**src/rtl/tmmc_pkg.sv**
```systemverilog
package tmmc_pkg;

  localparam int OCF_QUEUE_DEPTH = 16;
  localparam int OCF_PTR_W       = (OCF_QUEUE_DEPTH > 1) ? $clog2(OCF_QUEUE_DEPTH) : 1;
  localparam int OCF_FILL_W      = $clog2(OCF_QUEUE_DEPTH + 1);
  localparam int OCF_WORD_W      = 32;

  localparam int OP_FIFO_DEPTH = 2;
  localparam int OP_PTR_W      = (OP_FIFO_DEPTH > 1) ? $clog2(OP_FIFO_DEPTH) : 1;
  localparam int OP_CNT_W      = $clog2(OP_FIFO_DEPTH + 1);

  localparam int SCID_W  = 10;
  localparam int COUNT_W = 8;
  localparam int VCID_W  = 3;
  localparam int NUM_VC  = 8;

  localparam int CFG_IDX_W  = 3;
  localparam int CFG_DATA_W = 10;

  localparam logic [CFG_IDX_W-1:0] CFG_IDX_SPACECRAFT_ID      = 3'd0;
  localparam logic [CFG_IDX_W-1:0] CFG_IDX_OCF_ENABLED        = 3'd1;
  localparam logic [CFG_IDX_W-1:0] CFG_IDX_VC_CONFIGURED_MASK = 3'd2;
  localparam logic [CFG_IDX_W-1:0] CFG_IDX_OCF_SINK_CONNECTED = 3'd3;

  localparam logic CMD_FRAME = 1'b0;
  localparam logic CMD_POP   = 1'b1;

  typedef struct packed {
    logic [SCID_W-1:0] spacecraft_id;
    logic              ocf_enabled;
    logic [NUM_VC-1:0] vc_configured_mask;
    logic              ocf_sink_connected;
  } cfg_t;

  // Classified transaction handed from the front to the back.
  typedef struct packed {
    logic                  is_pop;
    logic                  scid_ok;
    logic [COUNT_W-1:0]    lost_frames;
    logic                  wrong_ocf_flag;
    logic                  want_ocf;
    logic                  route_valid;
    logic [VCID_W-1:0]     route_vcid;
    logic                  unconfigured;
    logic [OCF_WORD_W-1:0] ocf_word;
  } op_t;

  typedef struct packed {
    logic               wrong_scid;
    logic [COUNT_W-1:0] lost_frames;
    logic               wrong_ocf_flag;
    logic               ocf_queued;
    logic               ocf_overflow;
    logic               no_ocf_sink;
    logic [VCID_W-1:0]  unconfigured_vc;
    logic               route_valid;
    logic [VCID_W-1:0]  route_vcid;
    logic               ocf_out_valid;
    logic               ocf_empty_error;
  } res_t;

endpackage

```
**src/rtl/tmmc_ram.sv**
```systemverilog
module tmmc_ram #(
  parameter int WIDTH = 32,
  parameter int DEPTH = 16
) (
  input  logic                                         clk_i,
  input  logic                                         we_i,
  input  logic [((DEPTH > 1) ? $clog2(DEPTH) : 1)-1:0] waddr_i,
  input  logic [WIDTH-1:0]                             wdata_i,
  input  logic                                         re_i,
  input  logic [((DEPTH > 1) ? $clog2(DEPTH) : 1)-1:0] raddr_i,
  output logic [WIDTH-1:0]                             rdata_o
);

  logic [WIDTH-1:0] mem_q [DEPTH];
  logic [WIDTH-1:0] rdata_q;

  always_ff @(posedge clk_i) begin
    if (we_i) begin
      mem_q[waddr_i] <= wdata_i;
    end
    if (re_i) begin
      rdata_q <= mem_q[raddr_i];
    end
  end

  assign rdata_o = rdata_q;

endmodule

```
**src/rtl/tmmc_back.sv**
```systemverilog
module tmmc_back (
  input  logic                            clk_i,
  input  logic                            rst_ni,
  input  logic                            op_valid_i,
  input  tmmc_pkg::op_t                   op_i,
  output logic                            op_pop_o,
  input  tmmc_pkg::cfg_t                  cfg_i,
  output logic                            out_valid_o,
  input  logic                            out_stall_i,
  output tmmc_pkg::res_t                  res_o,
  output logic [tmmc_pkg::OCF_WORD_W-1:0] ocf_out_o
);
  import tmmc_pkg::*;

  logic [OCF_PTR_W-1:0]  rd_ptr_q, rd_ptr_d, wr_ptr_q, wr_ptr_d;
  logic [OCF_FILL_W-1:0] fill_q, fill_d;
  logic                  out_valid_q, out_valid_d;
  res_t                  res_q, res_d;
  logic                  advance, can_pop, can_push, do_read, do_write;
  logic [OCF_WORD_W-1:0] rdata;

  assign advance  = op_valid_i && (!out_valid_q || !out_stall_i);
  assign can_pop  = fill_q != '0;
  assign can_push = fill_q < OCF_FILL_W'(OCF_QUEUE_DEPTH);
  assign do_read  = advance && op_i.is_pop && can_pop;
  assign do_write = advance && !op_i.is_pop && op_i.want_ocf && can_push;

  always_comb begin
    res_d = '0;
    if (op_i.is_pop) begin
      res_d.ocf_out_valid   = can_pop;
      res_d.ocf_empty_error = !can_pop;
    end else if (!op_i.scid_ok) begin
      res_d.wrong_scid = 1'b1;
    end else begin
      res_d.lost_frames     = op_i.lost_frames;
      res_d.wrong_ocf_flag  = op_i.wrong_ocf_flag;
      res_d.ocf_queued      = op_i.want_ocf && can_push;
      res_d.ocf_overflow    = op_i.want_ocf && !can_push;
      res_d.no_ocf_sink     = op_i.want_ocf && can_push && !cfg_i.ocf_sink_connected;
      res_d.unconfigured_vc = {{(VCID_W-1){1'b0}}, op_i.unconfigured};
      res_d.route_valid     = op_i.route_valid;
      res_d.route_vcid      = op_i.route_vcid;
    end
  end

  always_comb begin
    rd_ptr_d    = rd_ptr_q;
    wr_ptr_d    = wr_ptr_q;
    fill_d      = fill_q;
    out_valid_d = out_valid_q;
    if (do_read) begin
      rd_ptr_d = (rd_ptr_q == OCF_PTR_W'(OCF_QUEUE_DEPTH - 1)) ? '0 : rd_ptr_q + OCF_PTR_W'(1);
      fill_d   = fill_q - OCF_FILL_W'(1);
    end
    if (do_write) begin
      wr_ptr_d = (wr_ptr_q == OCF_PTR_W'(OCF_QUEUE_DEPTH - 1)) ? '0 : wr_ptr_q + OCF_PTR_W'(1);
      fill_d   = fill_q + OCF_FILL_W'(1);
    end
    if (advance) begin
      out_valid_d = 1'b1;
    end else if (!out_stall_i) begin
      out_valid_d = 1'b0;
    end
  end

  always_ff @(posedge clk_i or negedge rst_ni) begin
    if (!rst_ni) begin
      rd_ptr_q    <= '0;
      wr_ptr_q    <= '0;
      fill_q      <= '0;
      out_valid_q <= 1'b0;
    end else begin
      rd_ptr_q    <= rd_ptr_d;
      wr_ptr_q    <= wr_ptr_d;
      fill_q      <= fill_d;
      out_valid_q <= out_valid_d;
    end
  end

  always_ff @(posedge clk_i) begin
    if (advance) begin
      res_q <= res_d;
    end
  end

  tmmc_ram #(
    .WIDTH (OCF_WORD_W),
    .DEPTH (OCF_QUEUE_DEPTH)
  ) u_ocf_ram (
    .clk_i   (clk_i),
    .we_i    (do_write),
    .waddr_i (wr_ptr_q),
    .wdata_i (op_i.ocf_word),
    .re_i    (do_read),
    .raddr_i (rd_ptr_q),
    .rdata_o (rdata)
  );

  assign op_pop_o    = advance;
  assign out_valid_o = out_valid_q;
  assign res_o       = res_q;
  assign ocf_out_o   = res_q.ocf_out_valid ? rdata : '0;

`ifndef NO_ASSERTIONS
  a_fill_bound : assert property (@(posedge clk_i) disable iff (!rst_ni)
    fill_q <= OCF_FILL_W'(OCF_QUEUE_DEPTH))
    else $error("OCF fill exceeds queue depth");

  a_empty_ptrs : assert property (@(posedge clk_i) disable iff (!rst_ni)
    (fill_q == '0) |-> (rd_ptr_q == wr_ptr_q))
    else $error("OCF queue empty with pointers apart");

  a_pop_no_frame : assert property (@(posedge clk_i) disable iff (!rst_ni)
    (out_valid_q && res_q.ocf_out_valid) |->
      !(res_q.route_valid || res_q.ocf_queued || res_q.wrong_scid))
    else $error("pop result carries frame fields");

  a_queue_xor : assert property (@(posedge clk_i) disable iff (!rst_ni)
    (out_valid_q && res_q.ocf_queued) |-> !res_q.ocf_overflow)
    else $error("OCF both queued and overflowed");

  a_sink_needs_queue : assert property (@(posedge clk_i) disable iff (!rst_ni)
    (out_valid_q && !res_q.ocf_queued) |-> !res_q.no_ocf_sink)
    else $error("missing sink flagged without a queued word");
`endif

endmodule

```
**config.mk**
```make
export PLATFORM = sky130hd
export DESIGN_NAME = tmmc_back
export DESIGN_NICKNAME = d
export VERILOG_FILES = /design/src/rtl/tmmc_pkg.sv /design/src/rtl/tmmc_ram.sv /design/src/rtl/tmmc_back.sv
export SDC_FILE = /design/constraint.sdc
export NUM_CORES = 1
export LEC_CHECK = 0
export ABC_AREA = 1
export BUFFER_PORTS_ARGS = -buffer_cell sky130_fd_sc_hd__buf_2
export CORE_MARGIN = 2
export CORE_UTILIZATION = 35
export CTS_CLUSTER_DIAMETER = 40
export CTS_CLUSTER_SIZE = 40
export DETAILED_ROUTE_END_ITERATION = 16
export GPL_TIMING_DRIVEN = 0
export HOLD_SLACK_MARGIN = 0.03
export PLACE_DENSITY = 0.59
export SLEW_MARGIN = 40
export SYNTH_ARGS = -nofsm -noshare
export SYNTH_HDL_FRONTEND = slang
export SYNTH_SLANG_ARGS = --single-unit
export TNS_END_PERCENT = 10
```
**constraint.sdc**
```tcl
create_clock -name clk_i -period 6.4 [get_ports clk_i]
set_input_delay 1.28 -clock clk_i [delete_from_list [all_inputs] [get_ports clk_i]]
set_output_delay 1.28 -clock clk_i [all_outputs]
set_load 0.02 [all_outputs]
```
==> results.toml, run 1 <==
[layout]
fillers = 5934
final_nets = 2269
instances_no_fill = 3115
stdcell_area_mm2 = 0.0286
syn_to_final_growth_pct = 22.4
multi_input_area_mm2 = 0.00521
seq_area_mm2 = 0.0173
post-route-util = 0.434
layout-drive-gt1-share = 0.163

[sta]
tightestPinTransition_ns = 0.903
rsz0062_at_grt = "no"
period_share = 0.558
fin_tns_setup_ns = 0
fmax_mhz = 280
slew_headroom = 0.398
final_hold_viol_count = 0
postLayoutSetupSlackWorst_ns = 2.83
finalSetupViolCount = 0
post-route-min-period_ns = 3.57
final.setup_skew_ns = 0.0395
drv_slew = 0

[global_route]
antenna_found_initial = 2
grt_start_max_net_pins = 23
grtUsageTotal = 0.189
grt_pass1_wl_mm = 97.3
overflow = 0
grt_pass1_vias = 15110

[placed_design]
port_buffers = 107
place_ws_ns = 2.07
gp_congestion = 0.830
place_inst = 2973
dp_hpwl_mm = 43.4
placed_area_mm2 = 0.0258

[synth]
synth_top_area_frac = 0.726
synth_edf_count = 564
ys.flop_type = "edfxtp_1"
synthArstFlopShare = 0.0242
yosysSeqAreaShare = 0.741
netlist_instances = 1967
synth-warning-count = 0
synth_area_leaders = "edfxtp_1 73%, nand2_1 8.5%, nor2_1 4.7%"
yosysTopAreaCell = "edfxtp_1"
netlist_area_mm2 = 0.0233
ys_types = 28
synth_common_cells = "564 x edfxtp_1, 527 x nand2_1, 293 x nor2_1, 141 x nand3_1, 102 x o21ai_0"
postSynthAreaPerCell_um2 = 11.9
synth.ff_latch_count = 578
yosysMostFrequentCell = "edfxtp_1"

[setup_path]
slowest_stage = "edfxtp_1"
required_ns = 5.12
worst_ep_arrival_time_ns = 2.29
r2r_cells = 10
end_kind = "output pin"
max_stage_delay_ns = 0.63
worstPathMaxFanout = 10
worstReg2RegStart = "out_valid_o"
cp-start-kind = "register"
path_delay_family = "buffers and inverters"
reg2reg_to = "u_ocf_ram.mem_q[14][15]"
critPathKind = "register to output pin"
critPathLaunch = "res_o[1]"
path_buf_inv = 3
r2r_slack_ns = 3.44
crit_chain = "clkbuf_1 > nand2_1 > inv_1 > buf_2"

[detailed_routing]
first_pass_iters = 5
drtAntennaViolNets = 0
drt_iter0_markers = 1568
vias = 15577
post_drt_via_cell_ratio = 5.00
routed_wl_mm = 66.2
avgRoutedWirePerCell_um = 21.2
drc = 0

[cts]
htreeDepth = 3
clkTransAtPathRegs_ns = 0.06
cts_tree = "built"
cts-buffers-inserted = 75
post_cts_buffers = 0
clk-insertion-delay-late_ns = 0.65
clock_sinks = 578
post_cts_resize_count = 0
cts.path.max_buffers = 3
cts_hold_buf = 0
root_buffer = "clkbuf_16"

[power]
power.density_mw_per_mm2 = 438
peakVddDrop_mv = 0.225
p_leak_nw = 10.7

[hold_path]
worstHoldPathType = "register to register"
worstHoldStart = "out_valid_o"
whs_endpoint = "out_valid_o"
holdPathStages = 2

[job]
cap_violations = 0

[die]
die-area_mm2 = 0.0688
num_rows = 94
fp.coreArea_mm2 = 0.0659
boundaryPins = 129
dieHeight_um = 262
initial_core_util = 0.354
die_x_um = 262

[status]
run_status = "finished clean"
[metrics by stage]
| step | hold WS [ns] | total power [mW] |
|---|---|---|
| floorplan | 0.501 | 6.62 |
| global placement | 0.499 | 7.89 |
| detailed placement | 0.523 | 7.99 |
| CTS | 0.535 | 12.6 |
| global route | 0.582 | 13.0 |
| finish | 0.536 | 12.5 |
[worst max path at each step]
stage	end	slack, ns	cells after the start
2_1_floorplan	u_ocf_ram.mem_q[11][0]	1.94	7
3_5_place_dp	u_ocf_ram.mem_q[14][16]	2.07	11
6_report	ocf_out_o[24]	2.83	4
4_1_cts	op_pop_o	2.56	5
5_1_grt	ocf_out_o[29]	2.71	4
3_3_place_gp	u_ocf_ram.mem_q[1][16]	-0.12	8
[per-layer routing]
metal / wire length [um] / vias to the layer above / track usage
li1: - / 7198 / -
met1: 27700 / 7597 / 0.253
met2: 31800 / 652 / 0.308
met3: 4870 / 130 / 0.0320
met4: 1840 / 0 / 0.0722
met5: 0 / - / 0
[worst min-delay path, stage by stage, from the launching register on]
cell and delay, ns:
dfrtp_1 0.35, nand2_1 0.08, nand2_1 0.07
[power by group]
part           switching [mW]  total (mW)  leakage (nW)  internal (mW)
Combinational            2.51        3.50          4.08          0.985
Sequential             0.0717        4.44          5.27           4.36
Clock                    1.80        4.57          1.32           2.77
Total                    4.39        12.5          10.7           8.12
[cell families (layout without fill, tap and decap cells)]
family,Yosys count,after routing,synth area share
and+or+nand+nor,969,969,0.165
DFF,578,578,0.741
buffers and inverters,205,486,0.0414
AOI/OAI and AO/OA,203,203,0.0471
adders and majority gates,10,10,0.00568
other,1,4,0.000161
xor gates and xnor gates,1,1,0.000375
[final cells by class]
type	instances	area share
plain buffers	103	0.0206
flip-flops and latches	578	0.605
repair buffers	141	0.0434
diodes	2	0.000175
clock inverters	59	0.0304
well taps	864	0.0379
inverters	102	0.0135
clock buffers	81	0.0665
multi-input cells	1185	0.182
[cell usage in the layout, fill, tap and decap left out, types with 2 or more instances in the layout]
cell	n
edfxtp_1	564
nand2_1	527
nor2_1	277
buf_2	145
nand3_1	141
o21ai_0	102
inv_1	94
clkbuf_16	75
a21oi_1	64
clkbuf_1	37
o211ai_1	32
buf_4	18
buf_8	18
nor2_4	17
buf_16	15
dfrtp_1	14
bufinv_16	13
buf_6	11
ha_1	9
inv_8	9
clkinv_8	8
clkinv_4	7
clkinvlp_4	7
inv_2	6
inv_6	6
clkinv_1	5
o21ai_1	4
clkbuf_2	3
clkinv_2	3
diode_2	2
buf_1	2
nand4_1	2
nor3_1	2
conb_1	2
[sequential cells by signal, indices dropped and copies added, names as in the netlist]
name,count
u_ocf_ram.rdata_o,32
u_ocf_ram.mem_q,512
fill_q,5
res_o,20
out_valid_o,1
wr_ptr_q,4
rd_ptr_q,4
(Power assumes the default switching activity.)
==> run 2: changes to the inputs <==
==> constraint.sdc (replaced) <==
create_clock -name clk_i -period 3.7 [get_ports clk_i]
set_input_delay 0.74 -clock clk_i [delete_from_list [all_inputs] [get_ports clk_i]]
set_output_delay 0.74 -clock clk_i [all_outputs]
set_load 0.02 [all_outputs]
==> run 2 against run 1 <==
Against the previous run:
- global-route usage about the same
- sequential power up 73%
- power up 73%
- hold slack worse by 0.15 ns
- critical endpoint unchanged
- highest routed layer unchanged
==> results.toml, run 2 (synthesized netlist as in run 1, its figures left out) <==
[layout]
largest_register_ff_count = 512
final_nets = 2270
syn_to_final_growth_pct = 22.4
final_common_cell = "edfxtp_1"
layout-drive-gt1-share = 0.163
regMostFlops = "u_ocf_ram.mem_q"
fillers = 5933
post-route-util = 0.434
seq_area_mm2 = 0.0173
most-common-layout-cells = "564 x edfxtp_1, 527 x nand2_1, 277 x nor2_1"
multi_input_area_mm2 = 0.00521

[cts]
htreeDepth = 3
cts.path.max_buffers = 3
clkTransAtPathRegs_ns = 0.06
clk-insertion-delay-late_ns = 0.65
post_cts_resize_count = 0
cts_tree = "built"
root_buffer = "clkbuf_16"
cts-buffers-inserted = 75
clock_sinks = 578

[setup_path]
crit_chain = "clkbuf_1 > nand2_1 > inv_1 > buf_2"
required_ns = 2.96
critPathLaunch = "res_o[1]"
max_stage_delay_ns = 0.64
cp-start-kind = "register"
cp.depth = 4
slowest_stage = "edfxtp_1"
path_delay_family = "buffers and inverters"
worstReg2RegStart = "out_valid_o"
end_kind = "output pin"
r2r_cells = 10
critPathKind = "register to output pin"
path_buf_inv = 3
worst_ep_arrival_time_ns = 2.28
worstPathMaxFanout = 10

[global_route]
grt_start_max_net_pins = 23
grt_pass1_wl_mm = 97.4
grtUsageTotal = 0.189
antenna_found_initial = 2
grt_pass1_vias = 15117
overflow = 0

[detailed_routing]
avgRoutedWirePerCell_um = 21.2
drt_iter0_markers = 1488
vias = 15567
first_pass_iters = 6
drtAntennaViolNets = 0
drc = 0
post_drt_via_cell_ratio = 5.00
routed_wl_mm = 66.2

[sta]
tightestPinTransition_ns = 0.890
slew_headroom = 0.406
hold_slack_ns = 0.388
drv_slew = 0
fmax_mhz = 332
finalSetupViolCount = 0
period_share = 0.815
post-route-min-period_ns = 3.02
rsz0062_at_grt = "no"
final_hold_viol_count = 0
final.setup_skew_ns = 0.0419

[hold_path]
worstHoldPathType = "input port to register"
worstHoldStart = "out_stall_i"
holdPathStages = 3

[placed_design]
port_buffers = 107
dp_hpwl_mm = 43.4
gp_congestion = 0.830

[die]
fp.coreArea_mm2 = 0.0659
dieHeight_um = 262
die-area_mm2 = 0.0688
die_x_um = 262
boundaryPins = 129
initial_core_util = 0.354
num_rows = 94

[status]
run_status = "finished clean"

[power]
power.density_mw_per_mm2 = 757
p_leak_nw = 10.7
peakVddDrop_mv = 0.388

[job]
cap_violations = 0
-- run 2: changes by cell type in the layout (fill, tap and decap cells not counted), sizes merged --
cell and delta:
dlygate4sd3 +1
-- run 2: final cells by class --
cell class                 instances  area share
sequential                       578       0.605
inverter                         102      0.0135
clock buffer                      81      0.0665
tap                              864      0.0378
antenna                            2    0.000175
buffer                           103      0.0206
multi-input combinational       1185       0.182
timing repair buffer             142      0.0437
clock inverter                    59      0.0304
-- run 2: tightest hold or removal path: stages --
cell and delay [ns]:
buf_2 0.08, nand2_1 0.07, nand2_1 0.07
-- run 2: worst paths after layout --
kind / endpoint / slack [ns]
setup / recovery: ocf_out_o[24] / 0.68
max in group asynchronous: fill_q[0] / 2.81
hold reg to reg: out_valid_o / 0.54
hold / removal: out_valid_o / 0.39
setup reg to reg: u_ocf_ram.mem_q[14][15] / 0.75
min in group asynchronous: rd_ptr_q[2] / 0.57
-- run 2: what timing repair did --
action,4_1_cts,5_1_grt
endpoints found under the hold margin,4,0
hold buffers,1,0
setup buffers,0,0
-- run 2: per-layer routing --
layer	GRT usage	routed length [um]	vias up	share of wire
li1	-	-	7204	-
met1	0.253	27600	7566	0.42
met2	0.309	31700	671	0.48
met3	0.0320	5150	126	0.078
met4	0.0722	1830	0	0.028
met5	0	0	-	0
-- run 2: per-stage QoR --
stage	std cells	power (mW)	cell area, um^2	setup TNS, ns	worst slack (ns)
2_1_floorplan	1968	11.5	23300	-103.28	-0.216
3_3_place_gp	2939	13.6	25000	-1057.97	-2.28
6_report	3116	21.6	28600	0	0.685
3_5_place_dp	2973	13.8	25800	-3.79	-0.0929
5_1_grt	3116	22.6	28600	0	0.547
4_1_cts	3114	21.7	28600	0	0.368
-- run 2: report_power, final --
group / leakage (nW) / internal [mW] / switching, mW / total [mW]
clock: 1.32 / 4.79 / 3.12 / 7.91
sequential: 5.27 / 7.55 / 0.125 / 7.67
combinational: 4.09 / 1.70 / 4.35 / 6.05
==> run 3: changes to the inputs <==
==> constraint.sdc (replaced) <==
create_clock -name clk_i -period 2.9 [get_ports clk_i]
set_input_delay 0.58 -clock clk_i [delete_from_list [all_inputs] [get_ports clk_i]]
set_output_delay 0.58 -clock clk_i [all_outputs]
set_load 0.02 [all_outputs]
==> run 3 against run 2 <==
Against the previous run:
- utilization down 0.27 points
- die area unchanged
- final cell count up 0.13%
- largest power group is now registers
- first-iteration DRC count down 3.8%
- critical path depth up 5
- global-route usage about the same
- hold slack worse by 0.11 ns
- clock skew down 0.020 ns
- sequential power up 28%
- routed wire length down 0.25%
- clock power up 19%
- highest routed layer unchanged
==> results.toml, run 3 (synthesized netlist as in run 1, its figures left out) <==
[detailed_routing]
drc = 0
avgRoutedWirePerCell_um = 21.2
drtAntennaViolNets = 0
drt_iter0_markers = 1431
vias = 15502
post_drt_via_cell_ratio = 4.97
routed_wl_mm = 66.0
first_pass_iters = 5

[cts]
clkTransAtPathRegs_ns = 0.05
cts.path.max_buffers = 3
clock_sinks = 578
root_buffer = "clkbuf_16"
cts-buffers-inserted = 78
cts_tree = "built"
htreeDepth = 3
clk-insertion-delay-late_ns = 0.61

[die]
die_x_um = 262
die-area_mm2 = 0.0688
initial_core_util = 0.354
dieHeight_um = 262
fp.coreArea_mm2 = 0.0659
num_rows = 94
boundaryPins = 129

[global_route]
busiest_layer = "met2"
antenna_found_initial = 0
grt_start_max_net_pins = 23
grt_util_met1 = 0.254
overflow = 0
grt_pass1_wl_mm = 97.4
grt_use_met3 = 0.0285
grtUsageTotal = 0.189
use_met2 = 0.314
grt_pass1_vias = 15257

[setup_path]
worst_ep_arrival_time_ns = 2.98
worstPathMaxFanout = 14
required_ns = 3.20
r2r_cells = 9
crit_top_cell = "nand2_1"
reg2reg_to = "u_ocf_ram.mem_q[7][22]"
end_kind = "register"
crit_chain = "nand2_1 > nand2_1 > clkinvlp_4 > nand3_4 > clkinv_1 > nand2_2 > nor2_4 > buf_16 > buf_8"
worstReg2RegStart = "out_valid_o"
cp-start-kind = "register"
max_stage_delay_ns = 0.39
critPathKind = "register to register"
r2r_slack_ns = 0.22
slowest_stage = "nor2_4"

[sta]
final.setup_skew_ns = 0.0221
fmax_mhz = 372
drv_slew = 0
rsz0062_at_grt = "no"
postLayoutSetupSlackWorst_ns = 0.215
final_hold_viol_count = 0
period_share = 0.926
post-route-min-period_ns = 2.68
slew_headroom = 0.417
finalSetupViolCount = 0
fin_tns_setup_ns = 0
tightestPinTransition_ns = 0.875

[hold_path]
holdPathStages = 2
whs_endpoint = "res_o[9]"
worstHoldPathType = "input port to register"
worstHoldStart = "cfg_i[0]"

[placed_design]
place_ws_ns = -0.518
gp_congestion = 0.838
port_buffers = 107
dp_hpwl_mm = 43.4

[power]
power_frac_clock = 0.350
seq_power_share = 0.364
peakVddDrop_mv = 0.488
p_leak_nw = 10.6
intPower_mw = 17.4
p_sw_mw = 9.51
switching_share = 0.353
share_comb_of_total_power = 0.286
power.density_mw_per_mm2 = 947

[job]
cap_violations = 0

[layout]
largest_register_ff_count = 512
final_nets = 2280
syn_to_final_growth_pct = 21.7
layout-drive-gt1-share = 0.165
final_common_cell = "edfxtp_1"
regMostFlops = "u_ocf_ram.mem_q"
most-common-layout-cells = "564 x edfxtp_1, 526 x nand2_1, 277 x nor2_1"
diodes = 0

[status]
run_status = "finished clean"
-- run 3: cell type report --
type	instances	area (um^2)
Clock inverter	54	543
Inverter	102	389
Sequential cell	578	17300
Multi-Input combinational cell	1185	5220
Buffer	103	591
Fill cell	6007	37500
Clock buffer	85	2040
Tap cell	864	1080
Timing Repair Buffer	148	1240
Timing Repair inverter	1	5.00
-- run 3: worst max-delay path by stage --
stage,depth (start not counted),startpoint,slack (ns),endpoint
after detailed placement,10,out_stall_i,-0.52,u_ocf_ram.mem_q[6][15]
after CTS,9,out_valid_o,0.04,u_ocf_ram.mem_q[7][22]
after global routing,9,out_valid_o,0.03,u_ocf_ram.mem_q[7][22]
after floorplan,7,out_stall_i,0.16,u_ocf_ram.mem_q[0][0]
final,9,out_valid_o,0.22,u_ocf_ram.mem_q[7][22]
after global placement,6,out_stall_i,-1.01,u_ocf_ram.mem_q[15][16]
-- run 3: through the flow --
stage | instances | area, um^2 | hold WS, ns | util | power [mW]
final | 3120 | 28400 | 0.277 | 0.431 | 26.9
after global routing | 3120 | 28400 | 0.272 | 0.431 | 28.2
after global placement | 2939 | 25100 | 0.522 | 0.381 | 17.5
after CTS | 3114 | 28300 | 0.246 | 0.430 | 27.0
after floorplan | 1968 | 23500 | 0.284 | - | 14.7
after detailed placement | 2973 | 25700 | 0.536 | 0.391 | 17.6
-- run 3: timing repair --
item,4_1_cts,5_1_grt
setup endpoints to repair,71,263
pin swaps,1,1
hold buffers,1,0
gates cloned,0,1
setup buffers,1,5
resized for setup,4,0
hold endpoints to repair,14,0
-- run 3: layer usage --
layer | wire length [um] | part of all wire
met5 | 0 | 0
met4 | 1650 | 0.025
met3 | 4170 | 0.063
met2 | 31900 | 0.48
met1 | 28300 | 0.43
-- run 3: power by group through the flow --
| stage | Sequential (mW) | Clock (mW) | Combinational, mW |
|---|---|---|---|
| 2_1_floorplan | 9.95 | 0 | 4.72 |
| 3_3_place_gp | 9.95 | 0 | 7.52 |
| 3_5_place_dp | 9.96 | 0 | 7.66 |
| 4_1_cts | 9.79 | 9.53 | 7.72 |
| 5_1_grt | 9.82 | 9.88 | 8.50 |
| 6_report | 9.79 | 9.42 | 7.69 |
-- run 3: worst max-delay path: cells and delay by family (launching register included) --
family,cells,cell delay (ns)
buf+inv,4,0.92
simple gates,5,1.07
flops,1,0.38
